<file path="src/hdl/bfbp_pkg.sv">
// ----------------------------------------------------------------------------
// bfbp_pkg
// Shared types and constants for the best-fit bin packer.
// ----------------------------------------------------------------------------
package bfbp_pkg;

  localparam int unsigned BFBP_MAX_BINS = 1024;
  localparam int unsigned SIZE_W        = 40;
  localparam int unsigned IDX_OUT_W     = 10;

  localparam logic [SIZE_W-1:0] DEFAULT_CAPACITY = SIZE_W'(64'd104857600);

  localparam logic [1:0] STATUS_PLACED   = 2'd0;
  localparam logic [1:0] STATUS_OVERSIZE = 2'd1;
  localparam logic [1:0] STATUS_NO_BIN   = 2'd2;

  typedef struct packed {
    logic [SIZE_W-1:0] item_size;
    logic              last_item;
  } bfbp_in_t;

  typedef struct packed {
    logic [IDX_OUT_W-1:0] bin_index;
    logic                 opened_new;
    logic [SIZE_W-1:0]    bin_fill;
    logic [1:0]           status;
    logic                 job_end;
  } bfbp_out_t;

  typedef enum logic [1:0] {
    ST_IDLE,
    ST_SCAN,
    ST_DRAIN,
    ST_COMMIT
  } bfbp_state_e;

  typedef struct packed {
    logic load;
    logic rd;
    logic commit;
  } bfbp_cmd_t;

  typedef struct packed {
    logic skip_scan;
    logic scan_last;
    logic out_free;
  } bfbp_stat_t;

endpackage

</file>
<file path="src/hdl/bfbp_ctrl.sv">
// ----------------------------------------------------------------------------
// bfbp_ctrl
// Sequencer that loads a word, scans the open bins and commits the result.
// ----------------------------------------------------------------------------
module bfbp_ctrl
  import bfbp_pkg::*;
(
  input  logic       clk_i,
  input  logic       rst_ni,
  input  logic       in_valid_i,
  output logic       in_stall_o,
  input  bfbp_stat_t stat_i,
  output bfbp_cmd_t  cmd_o
);

  bfbp_state_e state_q, state_d;

  always_ff @(posedge clk_i or negedge rst_ni) begin
    if (!rst_ni) begin
      state_q <= ST_IDLE;
    end else begin
      state_q <= state_d;
    end
  end

  always_comb begin
    state_d    = state_q;
    cmd_o      = '0;
    in_stall_o = 1'b1;
    case (state_q)
      ST_IDLE: begin
        in_stall_o = 1'b0;
        if (in_valid_i) begin
          cmd_o.load = 1'b1;
          state_d    = ST_SCAN;
        end
      end
      ST_SCAN: begin
        if (stat_i.skip_scan) begin
          state_d = ST_COMMIT;
        end else begin
          cmd_o.rd = 1'b1;
          if (stat_i.scan_last) begin
            state_d = ST_DRAIN;
          end
        end
      end
      ST_DRAIN: begin
        state_d = ST_COMMIT;
      end
      ST_COMMIT: begin
        if (stat_i.out_free) begin
          cmd_o.commit = 1'b1;
          state_d      = ST_IDLE;
        end
      end
      default: begin
        state_d = ST_IDLE;
      end
    endcase
  end

endmodule

</file>
<file path="config.mk">
export PLATFORM = sky130hd
export DESIGN_NAME = bfbp_ctrl
export DESIGN_NICKNAME = d
export VERILOG_FILES = /design/src/hdl/bfbp_pkg.sv /design/src/hdl/bfbp_ctrl.sv
export SDC_FILE = /design/constraint.sdc
export NUM_CORES = 1
export LEC_CHECK = 0
export ABC_AREA = 1
export BUFFER_PORTS_ARGS = -buffer_cell sky130_fd_sc_hd__buf_2
export CORE_AREA = 2 2 39 41
export CTS_CLUSTER_SIZE = 16
export DETAILED_ROUTE_END_ITERATION = 6
export DIE_AREA = 0 0 41 43
export PLACE_DENSITY = 0.4
export SYNTH_ARGS = -nofsm -noshare
export SYNTH_HDL_FRONTEND = slang
export SYNTH_SLANG_ARGS = --single-unit
</file>
<file path="constraint.sdc">
create_clock -name clk_i -period 1 [get_ports clk_i]
set_input_delay 0.05 -clock clk_i [delete_from_list [all_inputs] [get_ports clk_i]]
set_output_delay 0.05 -clock clk_i [all_outputs]
set_load 0.02 [all_outputs]
</file>
Word level (Yosys, flattened, before mapping)
Cells that the tools add are included.
- $lt $le $gt $ge: 0
- add/subtract/negate cells: 0
- mux-type cells: 12
- reductions and logical operators: 2
- equality and inequality tests: 6
- shift-type cells: 0
- multipliers: 0
- div/mod/pow operators: 0
- bitwise gates (word level): 0
- operators by type and width (kind ; number):
    two-way mux 2 bit ; 4
    one-hot mux 2 bit (4 select lines) ; 1
    two-way mux 1 bit ; 7
    == test 2 bit (second input constant) ; 2
    != test 2 bit (second input constant) ; 2
    != test 3 bit (second input constant) ; 1
    AND reduction 3 bit ; 1
    == test 2 x 1 -> 1 bit (second input constant) ; 1
    logical NOT 2 bit ; 1
- input port bits: 6
- memories kept: 0
- memory bits (writable): 0
- word-level logic and storage cells: 21
- register bits after elaboration: 2
- output and inout port bits: 4
- bits in latches: 0
- memory bits (read-only): 0

Logic depth before layout (Yosys ltp)
Gate-level depths: netlist of the first run.
- word-level depth: 3
- mapped depth: 7
- depth with buffers taken out: 7

Least setup slack after synthesis of the first run
No wires, ideal clock.
- path type: flip-flop to flip-flop
- from: reg state_q[0]
- to: reg state_q[0]
- library setup time: 0.116 ns
- required time: 0.884 ns
- arrival time: 0.942 ns
- clock period less this slack: 1.058 ns
- buffers on the path: 0
- setup slack: -0.058 ns
- stages on the path, launching flop included: 7
- cell sequence: dfrtp_1 > inv_2 > ha_1 > nand2_2 > nand3_1 > nand2_1 > nand2_1
- longest elaborated chain between the ends: 3
- elaborated cells on any way between the ends: 9
- those cells by class: eq/ne (6); mux (1); reduce/logical (2)
- ends and longest elaborated chain (what ; line ; text):
    from (decl) ; bfbp_ctrl.sv:16 ; bfbp_state_e state_q, state_d;
    from (signal assigned) ; bfbp_ctrl.sv:22 ; state_q <= state_d;
    == test 2 x 1 -> 1 bit, or another cell as far along ; bfbp_ctrl.sv:30 ; case (state_q)
    != test 3 bit (no line) / != test 2 bit (equally long branches) ; n/a ;
    AND reduction 3 bit (no line) ; n/a ;
Several ways; a longest one is shown, not always the timed one.
A chain may end at the register's enable or synchronous reset.

==> impl_metrics.ini, run 1 <==
[route]
drt_pass1_iterations = 2
route.met3.wl_um = 32
wl_per_cell_um = 7.62
wl_met1_um = 207
vias_per_cell = 3.88
antenna_left = 0
top_layer = met3
drt_wl_total_um = 526
vias = 268
drt-initial-drc-count = 1
drc_errors = 0
met2_length_um = 286

[timing]
fin_crit_sh_pct = 117
tightest_slew_ps = 136
setup_viol = 6
fin_setup_tns_ps = -855
hold_viol = 0
max-slew-margin-rel_pct = 90.9
fin_crit_ps = 1170
max_freq_mhz = 854
clock_skew_ps = 11.0
fin_hold_ws_ps = 132
report.final.slew_viol_count = 0
setup_ws_ps = -170
grt_setup_unrepaired = yes

[finish]
final_core_util_pct = 30.4
layout-drive-gt1-share_pct = 60.4
nNetsFinal = 64
largestRegisters = state_q x2
nFillCells = 155
largest_reg_flops = 2
instances_no_fill = 69
largest_register = state_q
area_growth_pct = 87.7
multi_input_area_um2 = 185
seqCellArea_um2 = 51.3
diodes = 0
final_cell_area_um2 = 420

[grt]
grt_overflow = 0
grt_first_pass_wirelength_um = 841
grt_use_total_pct = 7.74
grt_antenna_before_repair = 0
grt_max_degree = 6
grt_pass1_vias = 242

[floorplanning]
die-area_um2 = 1760
initial_core_util_pct = 16.2
rows = 14
ioPinCount = 10
core_um2 = 1380
die_x_um = 41
die_h_um = 43

[job]
drv_cap = 0

[clock_tree]
cts_tree = built
cts_buffer_depth = 2
clk_pin_slew_ps = 40
htree_levels = 1
cts_root_buf = clkbuf_4
clk_latency_ps = 230
cts_made_buffers = 3
clock-sinks = 2

[worst_setup_path]
arrival_ps = 1120
cp_max_fo = 5
cp-start-kind = flop
critPathLaunch = state_q[0]
worst_ep_required_time_ps = 950
r2r_slack_ps = -170
end_kind = output port
worstReg2RegStart = state_q[0]
worstRegToRegCells = 7
r2r_end = state_q[0]
crit_type = flop to output port

[synthesis]
synthCells = 35
avgSynthCellArea_um2 = 6.40
synth.cell_area_um2 = 224
yosys_warnings = 0
syn-num-nets = 45
synth_top_area_share_pct = 22.3
synth_cell_types = 10
yosys.area.top_type = dfrtp_1
ys_ff_latch = 2
yosysSeqAreaShare_pct = 22.3
ys_top_cells_by_area = dfrtp_1 22%, ha_1 22%, nand2_1 18%

[placement]
io_buffers = 9
dpl_cell_area_um2 = 335
post-dp-hpwl_um = 426
dp_cells = 62
gpl.final_weighted_congestion = 0.632

[pwr]
power_density_nw_per_um2 = 3040
ir_drop_mv = 0.818
power_leakage_nw = 0.242

[run_status]
run_status = finished, violations left
violations = setup timing

[worst_hold_path]
hp-class = input pin to async pin
per-layer routing:
metal | up-vias | global-route usage (%)
met5 | - | 0
met4 | 0 | 8.00
met3 | 0 | 3.14
met2 | 8 | 11.3
met1 | 121 | 7.42
li1 | 139 | -
cells in the final DEF (no fill, tap or decap):
cell type / synthesis / routed
nand2_1: 11 / 9
buf_2: 0 / 6
inv_2: 1 / 5
inv_1: 8 / 4
buf_4: 0 / 4
nand2_2: 2 / 3
nor2_1: 3 / 3
clkbuf_4: 0 / 3
buf_6: 0 / 3
ha_4: 0 / 2
ha_2: 0 / 2
nand2_4: 0 / 1
nand3_2: 0 / 1
nand4_1: 1 / 1
a21oi_2: 1 / 1
nand3_1: 2 / 1
clkbuf_1: 0 / 1
dlygate4sd3_1: 0 / 1
dfrtp_2: 0 / 1
dfrtp_1: 2 / 1
per-stage QoR:
step / total power [W] / setup WS (ps)
after global placement: 0.000913 / -107
after floorplan: 0.000684 / -13.1
after detailed placement: 0.000910 / -107
after global routing: 0.00143 / -231
after CTS: 0.00124 / -199
final: 0.00128 / -170
worst max path at each step:
stage | end | slack (ps) | cells past startpoint
finish | cmd_o[2] | -170 | 5
global route | cmd_o[0] | -230 | 4
CTS | cmd_o[0] | -200 | 4
detailed placement | state_q[0] | -110 | 6
global placement | state_q[0] | -110 | 6
floorplan | state_q[0] | -10 | 7
cell usage after synthesis, drive strengths merged:
library cell / n
a21oi: 1
nand3: 2
nand2: 13
nor2: 3
nand4: 1
inv: 9
ha: 4
dfrtp: 2
what timing repair did:
item,4_1_cts,5_1_grt
pin swaps,3,4
hold endpoints to repair,2,0
buffers inserted,1,1
setup endpoints to repair,6,6
hold buffers,1,0
gates resized for setup,9,4
worst max-delay path, cell delays in order (launching register included):
cell and delay [ps]:
dfrtp_2 440, inv_2 100, ha_4 150, nand2_2 50, inv_2 40, buf_6 100
layout make-up:
cell class	instances	area share, %
Tap cell	16	4.76
Multi-Input combinational cell	24	44.0
Inverter	9	8.04
Timing Repair Buffer	14	24.7
Sequential cell	2	12.2
Clock buffer	4	6.25
cell families (layout without fill, tap and decap cells):
kind of cell	count (synthesis)	after routing	synth area share, %
fa+ha+maj	4	4	22.3
simple gates	19	19	36.3
flops	2	2	22.3
compound gates	1	1	3.91
buf+inv	9	27	15.1
power by group:
part / internal [W] / total, W / switching, W
Combinational: 0.000441 / 0.000884 / 0.000444
Clock: 0.000148 / 0.000200 / 0.0000517
Sequential: 0.000132 / 0.000193 / 0.0000605
Note: power is estimated with default switching activity, not from simulation.
==> run 2, diff against run 1 <==
- RECOVER_POWER: not set -> 25
==> run 2 against run 1 <==
  * The run still ends with setup timing left
  * First-iteration DRC count unchanged
  * Fmax unchanged
  * Cell count unchanged
  * Largest cell class unchanged
  * Highest routed layer unchanged
==> impl_metrics.ini, run 2 (synthesized netlist as in run 1, its figures left out) <==
[run_status]
run_status = finished, violations left
violations = setup timing

[floorplanning]
die_h_um = 43
core_um2 = 1380
die-area_um2 = 1760
ioPinCount = 10
rows = 14
die_x_um = 41
initial_core_util_pct = 16.2

[route]
wl_per_cell_um = 7.62
antenna_left = 0
vias_per_cell = 3.88
drt_pass1_iterations = 2
drc_errors = 0
drt-initial-drc-count = 1
vias = 268
drt_wl_total_um = 526

[grt]
grt_use_total_pct = 7.74
use_met2_pct = 11.3
grt_antenna_before_repair = 0
use_met1_pct = 7.42
globalRouteMet3Util_pct = 3.14
grt_overflow = 0
grt_pass1_vias = 242
grt_first_pass_wirelength_um = 841
grt_max_degree = 6
busiest_layer = met2

[timing]
fin_crit_ps = 1170
setup_viol = 6
clock_skew_ps = 11.0
hold_viol = 0
tightest_slew_ps = 136
max_freq_mhz = 854
report.final.slew_viol_count = 0
fin_crit_sh_pct = 117
grt_setup_unrepaired = yes
max-slew-margin-rel_pct = 90.9
setup_ws_ps = -170

[placement]
io_buffers = 9
post-dp-hpwl_um = 426
dp_cells = 62
gpl.final_weighted_congestion = 0.632

[clock_tree]
clock-sinks = 2
cts_root_buf = clkbuf_4
cts_buffer_depth = 2
cts_made_buffers = 3
clk_pin_slew_ps = 40
htree_levels = 1
cts_tree = built
clk_latency_ps = 230

[worst_setup_path]
worst_ep_required_time_ps = 950
arrival_ps = 1120
crit_type = flop to output port
end_kind = output port
worstRegToRegCells = 7
cp_max_fo = 5
cp-start-kind = flop

[pwr]
ir_drop_mv = 0.818
power_density_nw_per_um2 = 3040
power_leakage_nw = 0.239

[finish]
layout-drive-gt1-share_pct = 58.5
nNetsFinal = 64
diodes = 0
final_cell_mix = 9 x nand2_1, 5 x inv_2, 5 x buf_2, 4 x inv_1, 4 x buf_4
final_core_util_pct = 30.3
instances_no_fill = 69
area_growth_pct = 87.2
largest_reg_flops = 2
nFillCells = 156
final_common_cell = nand2_1
multi_input_area_um2 = 185
seqCellArea_um2 = 51.3
largest_register = state_q
largestRegisters = state_q x2

[job]
drv_cap = 0

[worst_hold_path]
hp-class = input pin to async pin
-- run 2: metrics by stage --
step	area [um^2]	power, W	hold WS (ps)	worst slack, ps	TNS (ps)
after detailed placement	335	0.000910	-164	-107	-211
after CTS	400	0.00124	121	-199	-993
after floorplan	255	0.000684	-246	-13.1	-15.3
after global placement	335	0.000913	-163	-107	-209
final	419	0.00128	133	-170	-855
after global routing	419	0.00143	137	-231	-1210
-- run 2: per-layer routing --
metal	vias to the layer above	part of all wire [%]
met2	8	54
li1	139	-
met4	0	0
met3	0	6.3
met5	-	0
met1	121	39
-- run 2: timing repair --
item,4_1_cts,5_1_grt
buffers inserted,1,1
gates resized for setup,9,4
setup endpoints to repair,6,6
pin swaps,3,4
gates cloned,0,0
hold buffers,1,0
hold endpoints to repair,2,0
-- run 2: final cells by class --
type                    instances  share of cell area [%]
well taps                      16                    4.78
inverters                       9                    8.06
clock buffers                   4                    6.27
multi-input cells              24                    44.2
repair buffers                 14                    24.5
flip-flops and latches          2                    12.2
-- run 2: power breakdown --
| part | leakage (nW) | switching [W] | internal (W) |
|---|---|---|---|
| Clock | 0.0150 | 0.0000517 | 0.000148 |
| Sequential | 0.0229 | 0.0000605 | 0.000132 |
| Combinational | 0.202 | 0.000444 | 0.000440 |
| Total | 0.239 | 0.000556 | 0.000721 |
-- run 2: worst paths after layout --
| kind | from | end | slack (ps) |
|---|---|---|---|
| max | state_q[0] | cmd_o[2] | -170 |
| min reg2reg | state_q[0] | state_q[0] | 580 |
| max reg2reg | state_q[0] | state_q[0] | -170 |
| max in group asynchronous | rst_ni | state_q[1] | 730 |
| min in group clk_i | stat_i[1] | state_q[0] | 180 |
| min | rst_ni | state_q[0] | 130 |
-- run 2: worst max-delay path, stage by stage (launching register included) --
cell and delay (ps):
dfrtp_2 440, inv_2 100, ha_4 150, nand2_2 50
inv_2 40, buf_6 100
